<file path="src/dcepdu_pkg.sv">
package dcepdu_pkg;

  // Header field limits of a connection-oriented PDU.
  localparam logic [7:0]  PDU_VERSION   = 8'd5;
  localparam logic [7:0]  PDU_MAX_MINOR = 8'd1;
  localparam logic [7:0]  PDU_MAX_TYPE  = 8'd19;
  localparam logic [15:0] PDU_HDR_LEN   = 16'd16;
  localparam logic [7:0]  DREP_LE_BIT   = 8'h10;

  // Byte positions inside the header.
  localparam logic [15:0] POS_VERSION = 16'd0;
  localparam logic [15:0] POS_MINOR   = 16'd1;
  localparam logic [15:0] POS_TYPE    = 16'd2;
  localparam logic [15:0] POS_DREP    = 16'd4;
  localparam logic [15:0] POS_LEN_LO  = 16'd8;
  localparam logic [15:0] POS_LEN_HI  = 16'd9;

  localparam logic [7:0] THRESHOLD_RESET = 8'd3;

  typedef enum logic [1:0] {
    VERDICT_IN_PROCESS = 2'd0,
    VERDICT_SUCCESS    = 2'd1,
    VERDICT_NO_MATCH   = 2'd2
  } verdict_t;

  typedef struct packed {
    logic [7:0] pdu_count;
    verdict_t   verdict;
  } result_t;

endpackage

</file>
<file path="src/dcepdu_tracker.sv">
module dcepdu_tracker #(
  parameter int COUNT_BITS = 8
) (
  input  logic                 clk,
  input  logic                 rst,
  input  logic                 step,
  input  logic [7:0]           payload_byte,
  input  logic                 first_byte,
  input  logic                 last_byte,
  input  logic                 from_responder,
  input  logic [7:0]           success_threshold,
  output dcepdu_pkg::result_t  result
);
  import dcepdu_pkg::*;

  localparam int CMP_W = (COUNT_BITS > 8) ? COUNT_BITS : 8;
  localparam logic [COUNT_BITS-1:0] COUNT_MAX = {COUNT_BITS{1'b1}};

  logic [COUNT_BITS-1:0] valid_pdus, valid_pdus_next;
  logic [15:0]           offset_in_pdu, offset_in_pdu_next;
  logic [15:0]           fragment_length, fragment_length_next;
  logic [7:0]            length_low_byte, length_low_byte_next;
  logic                  little_endian, little_endian_next;
  logic                  packet_error, packet_error_next;

  logic                  start;
  logic [15:0]           pos;
  logic [15:0]           pos_inc;
  logic [15:0]           len;
  logic                  bad;
  logic [CMP_W-1:0]      count_ext;

  always_comb begin
    start = from_responder && first_byte;
    // Packet state as seen by this byte, after a clear on the first byte.
    pos                  = start ? 16'd0 : offset_in_pdu;
    offset_in_pdu_next   = pos;
    fragment_length_next = start ? 16'd0 : fragment_length;
    length_low_byte_next = start ? 8'd0 : length_low_byte;
    little_endian_next   = start ? 1'b0 : little_endian;
    packet_error_next    = start ? 1'b0 : packet_error;
    valid_pdus_next      = valid_pdus;
    pos_inc              = pos + 16'd1;
    len = little_endian_next ? {payload_byte, length_low_byte_next}
                             : {length_low_byte_next, payload_byte};
    bad = ((pos == POS_VERSION) && (payload_byte != PDU_VERSION)) ||
          ((pos == POS_MINOR) && (payload_byte > PDU_MAX_MINOR)) ||
          ((pos == POS_TYPE) && (payload_byte > PDU_MAX_TYPE)) ||
          ((pos == POS_LEN_HI) && (len < PDU_HDR_LEN));

    if (from_responder && !packet_error_next) begin
      if (bad) begin
        packet_error_next = 1'b1;
      end else begin
        if (pos == POS_DREP) begin
          little_endian_next = (payload_byte & DREP_LE_BIT) != 8'd0;
        end
        if (pos == POS_LEN_LO) begin
          length_low_byte_next = payload_byte;
        end
        if (pos == POS_LEN_HI) begin
          fragment_length_next = len;
        end
        offset_in_pdu_next = pos_inc;
        if ((pos >= POS_LEN_HI) && (pos_inc == fragment_length_next)) begin
          if (valid_pdus != COUNT_MAX) begin
            valid_pdus_next = valid_pdus + 1'b1;
          end
          offset_in_pdu_next = 16'd0;
        end
      end
    end

    count_ext        = CMP_W'(valid_pdus_next);
    result.pdu_count = count_ext[7:0];
    if (!from_responder) begin
      result.verdict = VERDICT_IN_PROCESS;
    end else if (packet_error_next || (offset_in_pdu_next != 16'd0)) begin
      result.verdict = VERDICT_NO_MATCH;
    end else if (count_ext >= CMP_W'(success_threshold)) begin
      result.verdict = VERDICT_SUCCESS;
    end else begin
      result.verdict = VERDICT_IN_PROCESS;
    end

    // The packet state is dropped after the last byte of a responder packet.
    if (from_responder && last_byte) begin
      offset_in_pdu_next   = 16'd0;
      fragment_length_next = 16'd0;
      length_low_byte_next = 8'd0;
      little_endian_next   = 1'b0;
      packet_error_next    = 1'b0;
    end
  end

  always_ff @(posedge clk) begin
    if (rst) begin
      valid_pdus      <= '0;
      offset_in_pdu   <= '0;
      fragment_length <= '0;
      length_low_byte <= '0;
      little_endian   <= 1'b0;
      packet_error    <= 1'b0;
    end else if (step) begin
      valid_pdus      <= valid_pdus_next;
      offset_in_pdu   <= offset_in_pdu_next;
      fragment_length <= fragment_length_next;
      length_low_byte <= length_low_byte_next;
      little_endian   <= little_endian_next;
      packet_error    <= packet_error_next;
    end
  end

endmodule

</file>
<file path="src/dcerpc_pdu_stream_identifier_top.sv">
// DCE/RPC connection-oriented PDU stream identifier.
//
// The slave stream (s_tvalid/s_tready) carries one payload byte per
// transaction; s_tlast marks the final byte of a packet, s_tuser[0] the first
// byte and s_tuser[1] a packet from the responder. Responder packets are cut
// into back-to-back PDUs whose 16-byte headers are checked, and a saturating
// count of complete valid PDUs is kept for the flow. Every last byte yields
// one master transaction with the verdict and the current count.
// The cfg channel writes the success threshold; it is always ready and is
// meant to be written only while the block is idle.
//
// One byte is taken every cycle while no last byte waits on a stalled
// receiver. A byte is captured in the input register and processed from
// there; a last byte's result is then captured in the result register,
// which drives m_tvalid. When the receiver
// stalls, the result register holds its transaction; bytes that produce no
// result still flow through, and the next last byte waits in the input
// register, which then holds s_tready low until the result register frees.
// Reset clears the count, the packet tracking and both register stages and
// sets the threshold back to 3.
module dcerpc_pdu_stream_identifier_top #(
  parameter int COUNT_BITS = 8
) (
  input  logic        clk,
  input  logic        rst,
  // Input stream.
  input  logic        s_tvalid,
  output logic        s_tready,
  input  logic [7:0]  s_tdata,   // [7:0] payload_byte
  input  logic        s_tlast,   // last_byte
  input  logic [1:0]  s_tuser,   // [0] first_byte, [1] from_responder
  // Result stream.
  output logic        m_tvalid,
  input  logic        m_tready,
  output logic [15:0] m_tdata,   // [1:0] verdict, [9:2] pdu_count, rest zero
  // Threshold register write channel.
  input  logic        cfg_valid,
  output logic        cfg_ready,
  input  logic [7:0]  cfg_data   // success_threshold
);
  import dcepdu_pkg::*;

  logic [7:0] success_threshold;

  // Input register stage.
  logic       in_full;
  logic [7:0] in_byte;
  logic       in_first;
  logic       in_last;
  logic       in_resp;

  logic       out_free;
  logic       step;
  result_t    result;
  result_t    out_result;

  // A byte that makes no result never waits on the master side.
  assign out_free  = !m_tvalid || m_tready;
  assign step      = in_full && (!in_last || out_free);
  assign s_tready  = !in_full || step;
  assign cfg_ready = 1'b1;

  always_ff @(posedge clk) begin
    if (rst) begin
      success_threshold <= THRESHOLD_RESET;
    end else if (cfg_valid) begin
      success_threshold <= cfg_data;
    end
  end

  always_ff @(posedge clk) begin
    if (rst) begin
      in_full <= 1'b0;
    end else if (s_tready) begin
      in_full <= s_tvalid;
    end
  end

  always_ff @(posedge clk) begin
    if (s_tready && s_tvalid) begin
      in_byte  <= s_tdata;
      in_first <= s_tuser[0];
      in_last  <= s_tlast;
      in_resp  <= s_tuser[1];
    end
  end

  dcepdu_tracker #(
    .COUNT_BITS(COUNT_BITS)
  ) u_tracker (
    .clk              (clk),
    .rst              (rst),
    .step             (step),
    .payload_byte     (in_byte),
    .first_byte       (in_first),
    .last_byte        (in_last),
    .from_responder   (in_resp),
    .success_threshold(success_threshold),
    .result           (result)
  );

  // Result register stage.
  always_ff @(posedge clk) begin
    if (rst) begin
      m_tvalid <= 1'b0;
    end else if (step && in_last) begin
      m_tvalid <= 1'b1;
    end else if (m_tready) begin
      m_tvalid <= 1'b0;
    end
  end

  always_ff @(posedge clk) begin
    if (step && in_last) begin
      out_result <= result;
    end
  end

  assign m_tdata = {6'd0, out_result.pdu_count, out_result.verdict};

endmodule

</file>
<file path="config.mk">
export PLATFORM = sky130hd
export DESIGN_NAME = dcerpc_pdu_stream_identifier_top
export DESIGN_NICKNAME = d
export VERILOG_FILES = /design/src/dcepdu_pkg.sv /design/src/dcepdu_tracker.sv /design/src/dcerpc_pdu_stream_identifier_top.sv
export SDC_FILE = /design/constraint.sdc
export NUM_CORES = 1
export LEC_CHECK = 0
export BUFFER_PORTS_ARGS = -buffer_cell sky130_fd_sc_hd__buf_2
export CAP_MARGIN = 0
export CORE_UTILIZATION = 60
export CTS_CLUSTER_SIZE = 24
export DETAILED_ROUTE_END_ITERATION = 10
export PLACE_DENSITY_LB_ADDON = 0.2
export SYNTH_ARGS = -nofsm -noshare
export SYNTH_HDL_FRONTEND = slang
export SYNTH_SLANG_ARGS = --single-unit
</file>
<file path="constraint.sdc">
create_clock -name clk -period 6.23 [get_ports clk]
set_clock_uncertainty 0.2 [all_clocks]
set_input_delay 0.623 -clock clk [delete_from_list [all_inputs] [get_ports clk]]
set_output_delay 0.623 -clock clk [all_outputs]
set_load 0.1 [all_outputs]
</file>
==> run_results.csv, run 1 <==
group,metric,value,unit
status,status,"complete, but fails checks",
status,violations,"design-rule violations",
yosys,synthCells,678,
clock_network,postCtsResizedCells,0,
pwr,switching_power,312,uW
floorplanning,io_pins,43,
pwr,clockPowerShare,0.369,
setup_path,rrSetupSlack,0.62,ns
setup_path,crit_fanout,19,
clock_network,clkTransAtPathRegs,0.11,ns
layout,n_antenna_cell,0,
grt,antenna_found_initial,0,
route,avgViaCountPerCell,6.69,
route,drc,2,
pwr,power_density,177,mW/mm2
clock_network,cts_max_level,3,
clock_network,post_cts.repair.setup_buffers,0,
route,wl_per_cell,20.1,um
sta,drv_slew,0,
floorplanning,dieArea,0.00958,mm2
grt,grt_max_degree,60,
setup_path,crit_required,6.18,ns
layout,seqCellArea,0.00183,mm2
layout,final_area,0.00586,mm2
place,placed_area,0.00567,mm2
place,dpl.hpwl,11.4,mm
layout,area_growth,6.17,%
pwr,intPower,724,uW
grt,grt_pass1_vias,4917,
pwr,leakagePower,0.00214,uW
route,wirelength,16.0,mm
yosys,yosysWarnings,0,
yosys,yosysSeqAreaShare,0.332,
floorplanning,start_util,0.626,
grt,grt_pass1_wl,25.8,mm
floorplanning,rows,34,
setup_path,startpoint_type,"flip-flop",
setup_path,critPathArrivalTime,5.56,ns
grt,grt_overflow,0,
clock_network,cts_tree,"done",
yosys,synth_edf_count,21,
yosys,synthArstFlopShare,0,
yosys,synth-seq-cells,81,
grt,grt_use_total,0.343,
place,io_buffers,35,
sta,period_needed,5.61,ns
layout,fill_cells,772,
min_path,hold_class,"input pin to flip-flop",
setup_path,cp-end-kind,"flip-flop",
flow_run,max_cap_violations,0,
floorplanning,chipHeight,97.9,um
yosys,netlist_area,0.00552,mm2
sta,max_freq,178,MHz
sta,worstMarginPinSlew,1.17,ns
layout,drive_gt1_frac,0.141,
route,drt-initial-drc-count,570,
clock_network,clk_latency,0.39,ns
clock_network,cts.sinks,81,
sta,setup_viol_count_final,0,
sta,slew_headroom,0.219,
yosys,syn_avg_cell_area,8.13,um2
sta,hold_viol,0,
route,ant_nets,0,
pwr,swShare,0.301,
clock_network,holdBufCountCts,0,
pwr,ir_worst_vdd,135,uV
clock_network,clockBufferDepth,2,
sta,finalCritPeriodShare,0.901,
layout,fin_nets,717,
clock_network,cts_root_buf,"clkbuf_8",
route,dr.pass1.iters,8,
floorplanning,core_area,0.00881,mm2
pwr,seq_power_share,0.539,
layout,multi_input_area,0.00335,mm2
sta,rsz0062_at_grt,"false",
pwr,total_power,1040,uW
place,place_congestion,0.959,
floorplanning,die_w,97.9,um
setup_path,path_class,"flip-flop to flip-flop",
clock_network,cts_inserted_buffers,9,
yosys,ys.flop_type,"dfxtp_1",
yosys,ys_types,83,
sta,finalSetupTns,0,ns
pwr,combPwrFrac,0.092,
route,vias,5330,
metrics by stage:
stage / std cells / util / setup WS (ns) / hold slack [ns]
finish: 797 / 0.665 / 0.619 / 0.211
global route: 797 / 0.665 / 0.302 / 0.203
CTS: 797 / 0.665 / 0.659 / 0.211
detailed placement: 781 / 0.644 / 0.659 / 0.285
global placement: 781 / 0.644 / 0.799 / 0.277
floorplan: 683 / - / 1.36 / 0.249
sequential cells by signal, summed over array words and instances, names as in the netlist, 8 cells and up:
register	cells
in_byte	8
success_threshold	8
u_tracker.offset_in_pdu	16
u_tracker.fragment_length	16
u_tracker.valid_pdus	8
m_tdata	10
u_tracker.length_low_byte	8
synthesized netlist by cell type, types with 8 or more instances:
library cell   n  area, um2
a21o_1         9       67.6
inv_1         17       63.8
nor3_1        26        130
ha_1           9        113
buf_2         17       85.1
nor2_1        73        274
clkbuf_1      25       93.8
xor2_1         9       78.8
nand3_1       20        100
edfxtp_1      21        631
o21ai_0       24        120
a22oi_1       24        180
nand2_1       71        267
and3_1         8       50.1
dfxtp_1       60       1200
mux2i_1       21        210
xnor2_1       12        105
buf_4          8       60.1
nor4_1        13       81.3
a21oi_1       48        240
logic make-up after synthesis:
kind of cell / after synthesis / synth area share
multiplexers: 28 / 0.0524
other: 2 / 0.00136
XOR/XNOR: 21 / 0.0333
AND/OR/NAND/NOR: 287 / 0.278
AO/OA/AOI/OAI: 175 / 0.219
adder cells (fa/ha/maj): 9 / 0.0204
buffers and inverters: 75 / 0.0631
flip-flops: 81 / 0.332
critical path, stage by stage (launching register included):
cell      delay (ns)
edfxtp_1        0.57
and2_1          0.49
nor4_4          0.51
nand2_1         0.21
a2111o_1        0.42
a41oi_1         0.21
and4_2          0.31
nand3_4         0.15
nor2_1          0.30
mux2_2          0.39
ha_1            0.27
a21o_1          0.16
a21o_1          0.17
a21o_1          0.16
a21o_1          0.17
a21o_1          0.16
a21o_1          0.17
a21o_1          0.17
and4_1          0.19
area by class of cell:
class / instances / share of cell area
multi-input cells: 527 / 0.573
flip-flops and latches: 81 / 0.313
repair buffers: 48 / 0.0487
well taps: 108 / 0.0231
clock buffers: 9 / 0.0212
inverters: 17 / 0.0109
clock inverters: 7 / 0.0105
final timing paths:
check                           depth (start not counted)                    to            startpoint
worst max register to register                         18            m_tdata[0]              in_first
worst min-delay path                                    1            in_byte[1]            s_tdata[1]
worst min register to register                          2  success_threshold[6]  success_threshold[6]
worst max-delay path                                   18            m_tdata[0]              in_first
power by group through the flow:
stage | Combinational, uW | Sequential (uW) | Clock, uW
final | 95.4 | 559 | 382
after global routing | 103 | 560 | 403
after CTS | 94.3 | 558 | 385
after detailed placement | 94.1 | 570 | 0
after global placement | 92.5 | 570 | 0
after floorplan | 67.9 | 572 | 0
metal layers:
layer / wire length [um] / GRT usage / part of all wire / vias up
li1: - / - / - / 2504
met1: 6650 / 0.460 / 0.41 / 2524
met2: 7420 / 0.542 / 0.46 / 254
met3: 1400 / 0.0616 / 0.088 / 48
met4: 541 / 0.150 / 0.034 / 0
met5: 0 / 0 / 0 / -
placed cells by master, fill, tap and decap left out, types with 5 or more instances in the layout:
cell type  count
nor2_1        73
nand2_1       71
dfxtp_1       60
a21oi_1       48
buf_2         35
nor3_1        26
o21ai_0       24
a22oi_1       24
mux2i_1       21
edfxtp_1      21
nand3_1       20
inv_1         17
nor4_1        13
xnor2_1       12
buf_4         12
xor2_1         9
a21o_1         9
ha_1           9
clkbuf_8       9
and3_1         8
mux2_2         7
nand4_1        7
o211ai_1       7
conb_1         7
or4_1          6
a21boi_0       6
a211oi_1       6
and4_1         6
nand2b_1       6
a32oi_1        6
and2_1         5
nor3b_1        5
nand4b_1       5
nand3b_1       5
No activity file was read; power rests on OpenSTA's default activity.
==> run 2: changes to the inputs <==
--- a/config.mk
+++ b/config.mk
@@ -10,7 +10,7 @@
 export CORE_UTILIZATION = 60
 export CTS_CLUSTER_SIZE = 24
 export DETAILED_ROUTE_END_ITERATION = 10
-export PLACE_DENSITY_LB_ADDON = 0.2
+export PLACE_DENSITY = 0.86
 export SYNTH_ARGS = -nofsm -noshare
 export SYNTH_HDL_FRONTEND = slang
 export SYNTH_SLANG_ARGS = --single-unit
==> run_results.csv, run 2 (synthesized netlist as in run 1, its figures left out) <==
group,metric,value,unit
clock_network,cts_max_level,3,
setup_path,critPathArrivalTime,5.64,ns
pwr,clockPowerShare,0.382,
clock_network,cts_inserted_buffers,9,
grt,grt_overflow,0,
floorplanning,die_w,97.9,um
clock_network,clockBufferDepth,2,
grt,grt_pass1_wl,25.5,mm
clock_network,clkTransAtPathRegs,0.09,ns
layout,final_common_cell,"nor2_1",
sta,drv_slew,0,
grt,grt_max_degree,60,
setup_path,rrSetupSlack,0.52,ns
pwr,power_density,180,mW/mm2
sta,hold_viol,0,
route,avgViaCountPerCell,6.83,
setup_path,r2r_cells,18,
grt,antenna_found_initial,0,
grt,gr-usage-met3,0.0694,
setup_path,worstSetupPathDepth,18,
pwr,leakagePower,0.00214,uW
clock_network,postCtsResizedCells,0,
place,dpl.hpwl,11.1,mm
layout,fill_cells,712,
layout,fin_nets,715,
pwr,ir_worst_vdd,130,uV
setup_path,r2r_end,"m_tdata[0]",
status,status,"complete, but fails checks",
grt,grt_use_met2,0.542,
pwr,seq_power_share,0.531,
setup_path,path_class,"flip-flop to flip-flop",
layout,drive_gt1_frac,0.138,
layout,area_growth,5.97,%
route,drc,4,
sta,max_freq,175,MHz
floorplanning,rows,34,
setup_path,startpoint_type,"flip-flop",
setup_path,cp_slowest_cell,"dfxtp_1",
sta,rsz0062_at_grt,"false",
floorplanning,chipHeight,97.9,um
clock_network,cts_tree,"done",
route,wirelength,15.6,mm
setup_path,cpLargestDelayFamily,"simple AND/OR/NAND/NOR gates",
pwr,total_power,1050,uW
setup_path,crit_chain,"nand4_2 > nor2_2 > nand3_1 > o311ai_0 > a211oi_1 > nor4_4 > nand3_4 > nor2_1 > mux2_2 > ha_1 > a21o_1 > a21o_1 > a21o_1 > a21o_1 > a21o_1 > a21o_1 > a21o_1 > and4_1",
setup_path,crit_buf_inv,0,
pwr,intPower,758,uW
setup_path,max_stage_delay,0.78,ns
pwr,switching_power,295,uW
floorplanning,dieArea,0.00958,mm2
setup_path,crit_required,6.16,ns
setup_path,crit_fanout,20,
pwr,combPwrFrac,0.087,
grt,grt_pass1_vias,5042,
layout,n_antenna_cell,0,
grt,grt_busiest_layer,"met2",
layout,final_cell_mix,"nor2_1, nand2_1, dfxtp_1",
route,dr.pass1.iters,9,
route,drt-initial-drc-count,529,
setup_path,cp-end-kind,"flip-flop",
clock_network,cts.sinks,81,
sta,finalSetupTns,0,ns
setup_path,cpMostUsedCell,"a21o_1",
grt,grt_use_total,0.332,
clock_network,cts_root_buf,"clkbuf_8",
pwr,swShare,0.280,
route,ant_nets,0,
floorplanning,core_area,0.00881,mm2
status,violations,"design-rule violations",
clock_network,post_cts.repair.setup_buffers,0,
sta,slew_headroom,0.220,
floorplanning,io_pins,43,
setup_path,startpoint,"u_tracker.offset_in_pdu[2]",
min_path,hold_class,"input pin to flip-flop",
sta,setup_viol_count_final,0,
route,vias,5427,
setup_path,worstSetupEndpoint,"m_tdata[0]",
grt,met1_usage,0.420,
place,io_buffers,35,
place,place_congestion,1.05,
setup_path,r2r-start,"u_tracker.offset_in_pdu[2]",
clock_network,clk_latency,0.37,ns
clock_network,holdBufCountCts,0,
sta,worstMarginPinSlew,1.16,ns
flow_run,max_cap_violations,0,
route,wl_per_cell,19.6,um
floorplanning,start_util,0.626,
sta,period_needed,5.71,ns
sta,finalCritPeriodShare,0.917,
[run 2: changes by cell type in the layout (fill, tap and decap cells not counted), sizes merged]
cell	delta
buf	-2
inv	-2
clkinv	+1
bufinv	+1
[run 2: worst min-delay path by stage]
stage                               startpoint                    to  slack [ns]  depth (start not counted)
after floorplan           success_threshold[0]  success_threshold[0]        0.25                          2
after global placement    success_threshold[3]  success_threshold[3]        0.28                          2
after detailed placement  success_threshold[7]  success_threshold[7]        0.28                          2
after CTS                           s_tdata[4]            in_byte[4]        0.21                          1
after global routing                s_tdata[6]            in_byte[6]        0.20                          1
final                               s_tdata[1]            in_byte[1]        0.23                          1
[run 2: final cells by class]
cell class	instances	area [um2]	share of cell area
clock inverter	7	77.6	0.0133
sequential	81	1830	0.313
timing repair buffer	46	258	0.0441
tap	108	135	0.0231
multi-input combinational	527	3350	0.574
inverter	17	63.8	0.0109
clock buffer	9	124	0.0212
[run 2: stage by stage]
| stage | setup slack (ns) | util | area [um2] | hold slack (ns) | instances |
|---|---|---|---|---|---|
| after floorplan | 1.36 | - | 5530 | 0.249 | 683 |
| after CTS | 0.647 | 0.664 | 5840 | 0.210 | 795 |
| final | 0.517 | 0.664 | 5840 | 0.227 | 795 |
| after global routing | 0.236 | 0.664 | 5840 | 0.204 | 795 |
| after global placement | 0.769 | 0.641 | 5640 | 0.276 | 779 |
| after detailed placement | 0.661 | 0.641 | 5640 | 0.283 | 779 |
[run 2: power groups by stage]
stage,clock network [uW],logic [uW],registers (uW)
2_1_floorplan,0,67.9,572
3_3_place_gp,0,88.4,570
3_5_place_dp,0,89.8,571
4_1_cts,410,90.1,559
5_1_grt,427,97.6,561
6_report,403,91.4,560
[run 2: layer usage]
metal  wire, um  vias to the layer above
met1       6180                     2491
met4        694                        0
met2       7160                      364
met5          0                        -
met3       1520                       70
li1           -                     2502
==> run 3: changes to the inputs <==
--- a/config.mk
+++ b/config.mk
@@ -5,6 +5,7 @@
 export SDC_FILE = /design/constraint.sdc
 export NUM_CORES = 1
 export LEC_CHECK = 0
+export ABC_AREA = 1
 export BUFFER_PORTS_ARGS = -buffer_cell sky130_fd_sc_hd__buf_2
 export CAP_MARGIN = 0
 export CORE_UTILIZATION = 60
==> run_results.csv, run 3 <==
group,metric,value,unit
yosys,yosysTopAreaCell,"dfxtp_1",
clock_network,cts.sinks,81,
layout,area_growth,6.20,%
setup_path,rrSetupSlack,0.80,ns
grt,grt_pass1_wl,26.0,mm
setup_path,startpoint,"in_resp",
setup_path,cp-end-kind,"flip-flop",
floorplanning,start_util,0.621,
clock_network,postCtsResizedCells,0,
yosys,yosysWarnings,0,
setup_path,critPathArrivalTime,5.37,ns
yosys,ys_types,40,
setup_path,r2r-start,"in_resp",
floorplanning,die_w,100,um
route,drt-initial-drc-count,560,
grt,antenna_found_initial,0,
setup_path,r2r_end,"m_tdata[0]",
clock_network,clkTransAtPathRegs,0.10,ns
sta,period_needed,5.43,ns
grt,grt_use_total,0.333,
setup_path,worstSetupEndpoint,"m_tdata[0]",
yosys,synthArstFlopShare,0,
yosys,synth.area.top_cells,"dfxtp_1, nand2_1, edfxtp_1, nand3_1, inv_1",
clock_network,cts_root_buf,"clkbuf_8",
clock_network,holdBufCountCts,0,
grt,grt_max_degree,56,
yosys,synthMostInstantiatedCell,"nand2_1",
layout,final_common_cell,"nand2_1",
sta,finalCritPeriodShare,0.872,
setup_path,crit_fanout,55,
sta,hold_viol,0,
place,place_congestion,1.03,
sta,rsz0062_at_grt,"false",
clock_network,post_cts.repair.setup_buffers,0,
yosys,synth-seq-cells,81,
floorplanning,core_area,0.00928,mm2
place,io_buffers,35,
sta,setup_viol_count_final,0,
grt,grt_overflow,0,
clock_network,cts_tree,"done",
clock_network,cts_max_level,3,
pwr,power_density,182,mW/mm2
yosys,syn_avg_cell_area,6.33,um2
layout,fin_nets,958,
layout,seqCellArea,0.00183,mm2
layout,final_cell_mix,"nand2_1, inv_1, nand3_1",
yosys,ys.flop_type,"dfxtp_1",
sta,finalWorstSetupSlack,0.799,ns
yosys,synth_edf_count,21,
route,ant_nets,0,
floorplanning,chipHeight,100,um
setup_path,max_stage_delay,0.50,ns
floorplanning,dieArea,0.0100,mm2
grt,grt_pass1_vias,5202,
setup_path,r2r_cells,31,
floorplanning,io_pins,43,
pwr,ir_worst_vdd,115,uV
layout,multi_input_area,0.00326,mm2
yosys,yosysSeqAreaShare,0.318,
setup_path,cpMostUsedCell,"nand2_1",
route,avgViaCountPerCell,5.58,
route,wl_per_cell,15.1,um
setup_path,startpoint_type,"flip-flop",
layout,n_antenna_cell,0,
layout,drive_gt1_frac,0.120,
yosys,netlist_area,0.00577,mm2
pwr,leakagePower,0.00302,uW
route,vias,5913,
place,dpl.hpwl,12.0,mm
layout,final_util,0.660,
route,wirelength,16.0,mm
route,dr.pass1.iters,8,
yosys,yosys.area.top_type_share,0.208,
clock_network,clk_latency,0.37,ns
sta,finalSetupTns,0,ns
clock_network,cts_inserted_buffers,9,
sta,drv_slew,0,
clock_network,clockBufferDepth,2,
flow_run,max_cap_violations,0,
yosys,yosys-top-cells-count,"nand2_1, inv_1, nand3_1, a21oi_1, nor2_1",
sta,slew_headroom,0.367,
setup_path,cp_slowest_cell,"edfxtp_1",
sta,max_freq,184,MHz
layout,fill_cells,874,
route,drc,0,
sta,worstMarginPinSlew,0.950,ns
yosys,synthCells,912,
place,dp.cells,1043,
setup_path,crit_required,6.17,ns
status,status,"completed",
layout,fin_cells,1059,
floorplanning,rows,35,
setup_path,path_class,"flip-flop to flip-flop",
place,place_ws,0.945,ns
min_path,hold_class,"input pin to flip-flop",
[run 3: cell types whose count changed after synthesis, moves of 11 or more]
cell | previous run | this run
nor3_1 | 26 | 7
mux2i_1 | 21 | 0
o21ai_1 | 2 | 21
nor4_1 | 13 | 2
nand3_1 | 20 | 79
inv_2 | 0 | 12
inv_1 | 17 | 99
a21oi_1 | 48 | 71
o211ai_1 | 7 | 18
a22oi_1 | 24 | 1
xnor2_1 | 12 | 0
nand2_1 | 71 | 294
[run 3: logic make-up (layout without fill, tap and decap cells)]
family | Yosys count | after routing | synth area share
AND/OR/NAND/NOR | 502 | 502 | 0.381
buffers and inverters | 159 | 172 | 0.122
AO/OA/AOI/OAI | 152 | 152 | 0.148
flip-flops | 81 | 81 | 0.318
adder cells (fa/ha/maj) | 9 | 9 | 0.0195
XOR/XNOR | 7 | 7 | 0.0106
other | 2 | 7 | 0.00130
[run 3: metal layers]
metal | wire [um] | track usage | up-vias
met5 | 0 | 0 | -
met4 | 344 | 0.116 | 0
met3 | 1660 | 0.0773 | 32
met2 | 6580 | 0.474 | 297
met1 | 7410 | 0.491 | 2619
li1 | - | - | 2965
[run 3: how the worst min path moves through the flow]
stage	from	to	slack [ns]	cells past startpoint
floorplan	success_threshold[0]	success_threshold[0]	0.24	2
global placement	success_threshold[0]	success_threshold[0]	0.25	2
detailed placement	u_tracker.fragment_length[5]	u_tracker.fragment_length[5]	0.26	2
CTS	s_tuser[1]	in_resp	0.22	1
global route	s_tdata[4]	in_byte[4]	0.21	1
finish	s_tuser[1]	in_resp	0.22	1
[run 3: where the power goes]
part	internal, uW	switching (uW)
clock	202	216
combinational	31.1	102
sequential	555	10.7
[run 3: layout make-up]
class / count / area share
Clock buffer: 10 / 0.0225
Clock inverter: 6 / 0.0118
Inverter: 114 / 0.0698
Multi-Input combinational cell: 677 / 0.531
Sequential cell: 81 / 0.299
Tap cell: 129 / 0.0263
Timing Repair Buffer: 42 / 0.0392
[run 3: metrics by stage]
stage / area [um2] / hold slack, ns / power [uW]
floorplan: 5790 / 0.235 / 681
global placement: 5920 / 0.253 / 706
detailed placement: 5920 / 0.259 / 709
CTS: 6130 / 0.215 / 1120
global route: 6130 / 0.211 / 1150
finish: 6130 / 0.222 / 1120
[run 3: worst max-delay path: cells and delay by family, from the launching register on]
family          cells  cell delay (ns)
simple gates       19             2.49
compound gates      7             0.88
buf+inv             3             0.58
flops               1             0.50
fa+ha+maj           1             0.28
xor+xnor            1             0.26
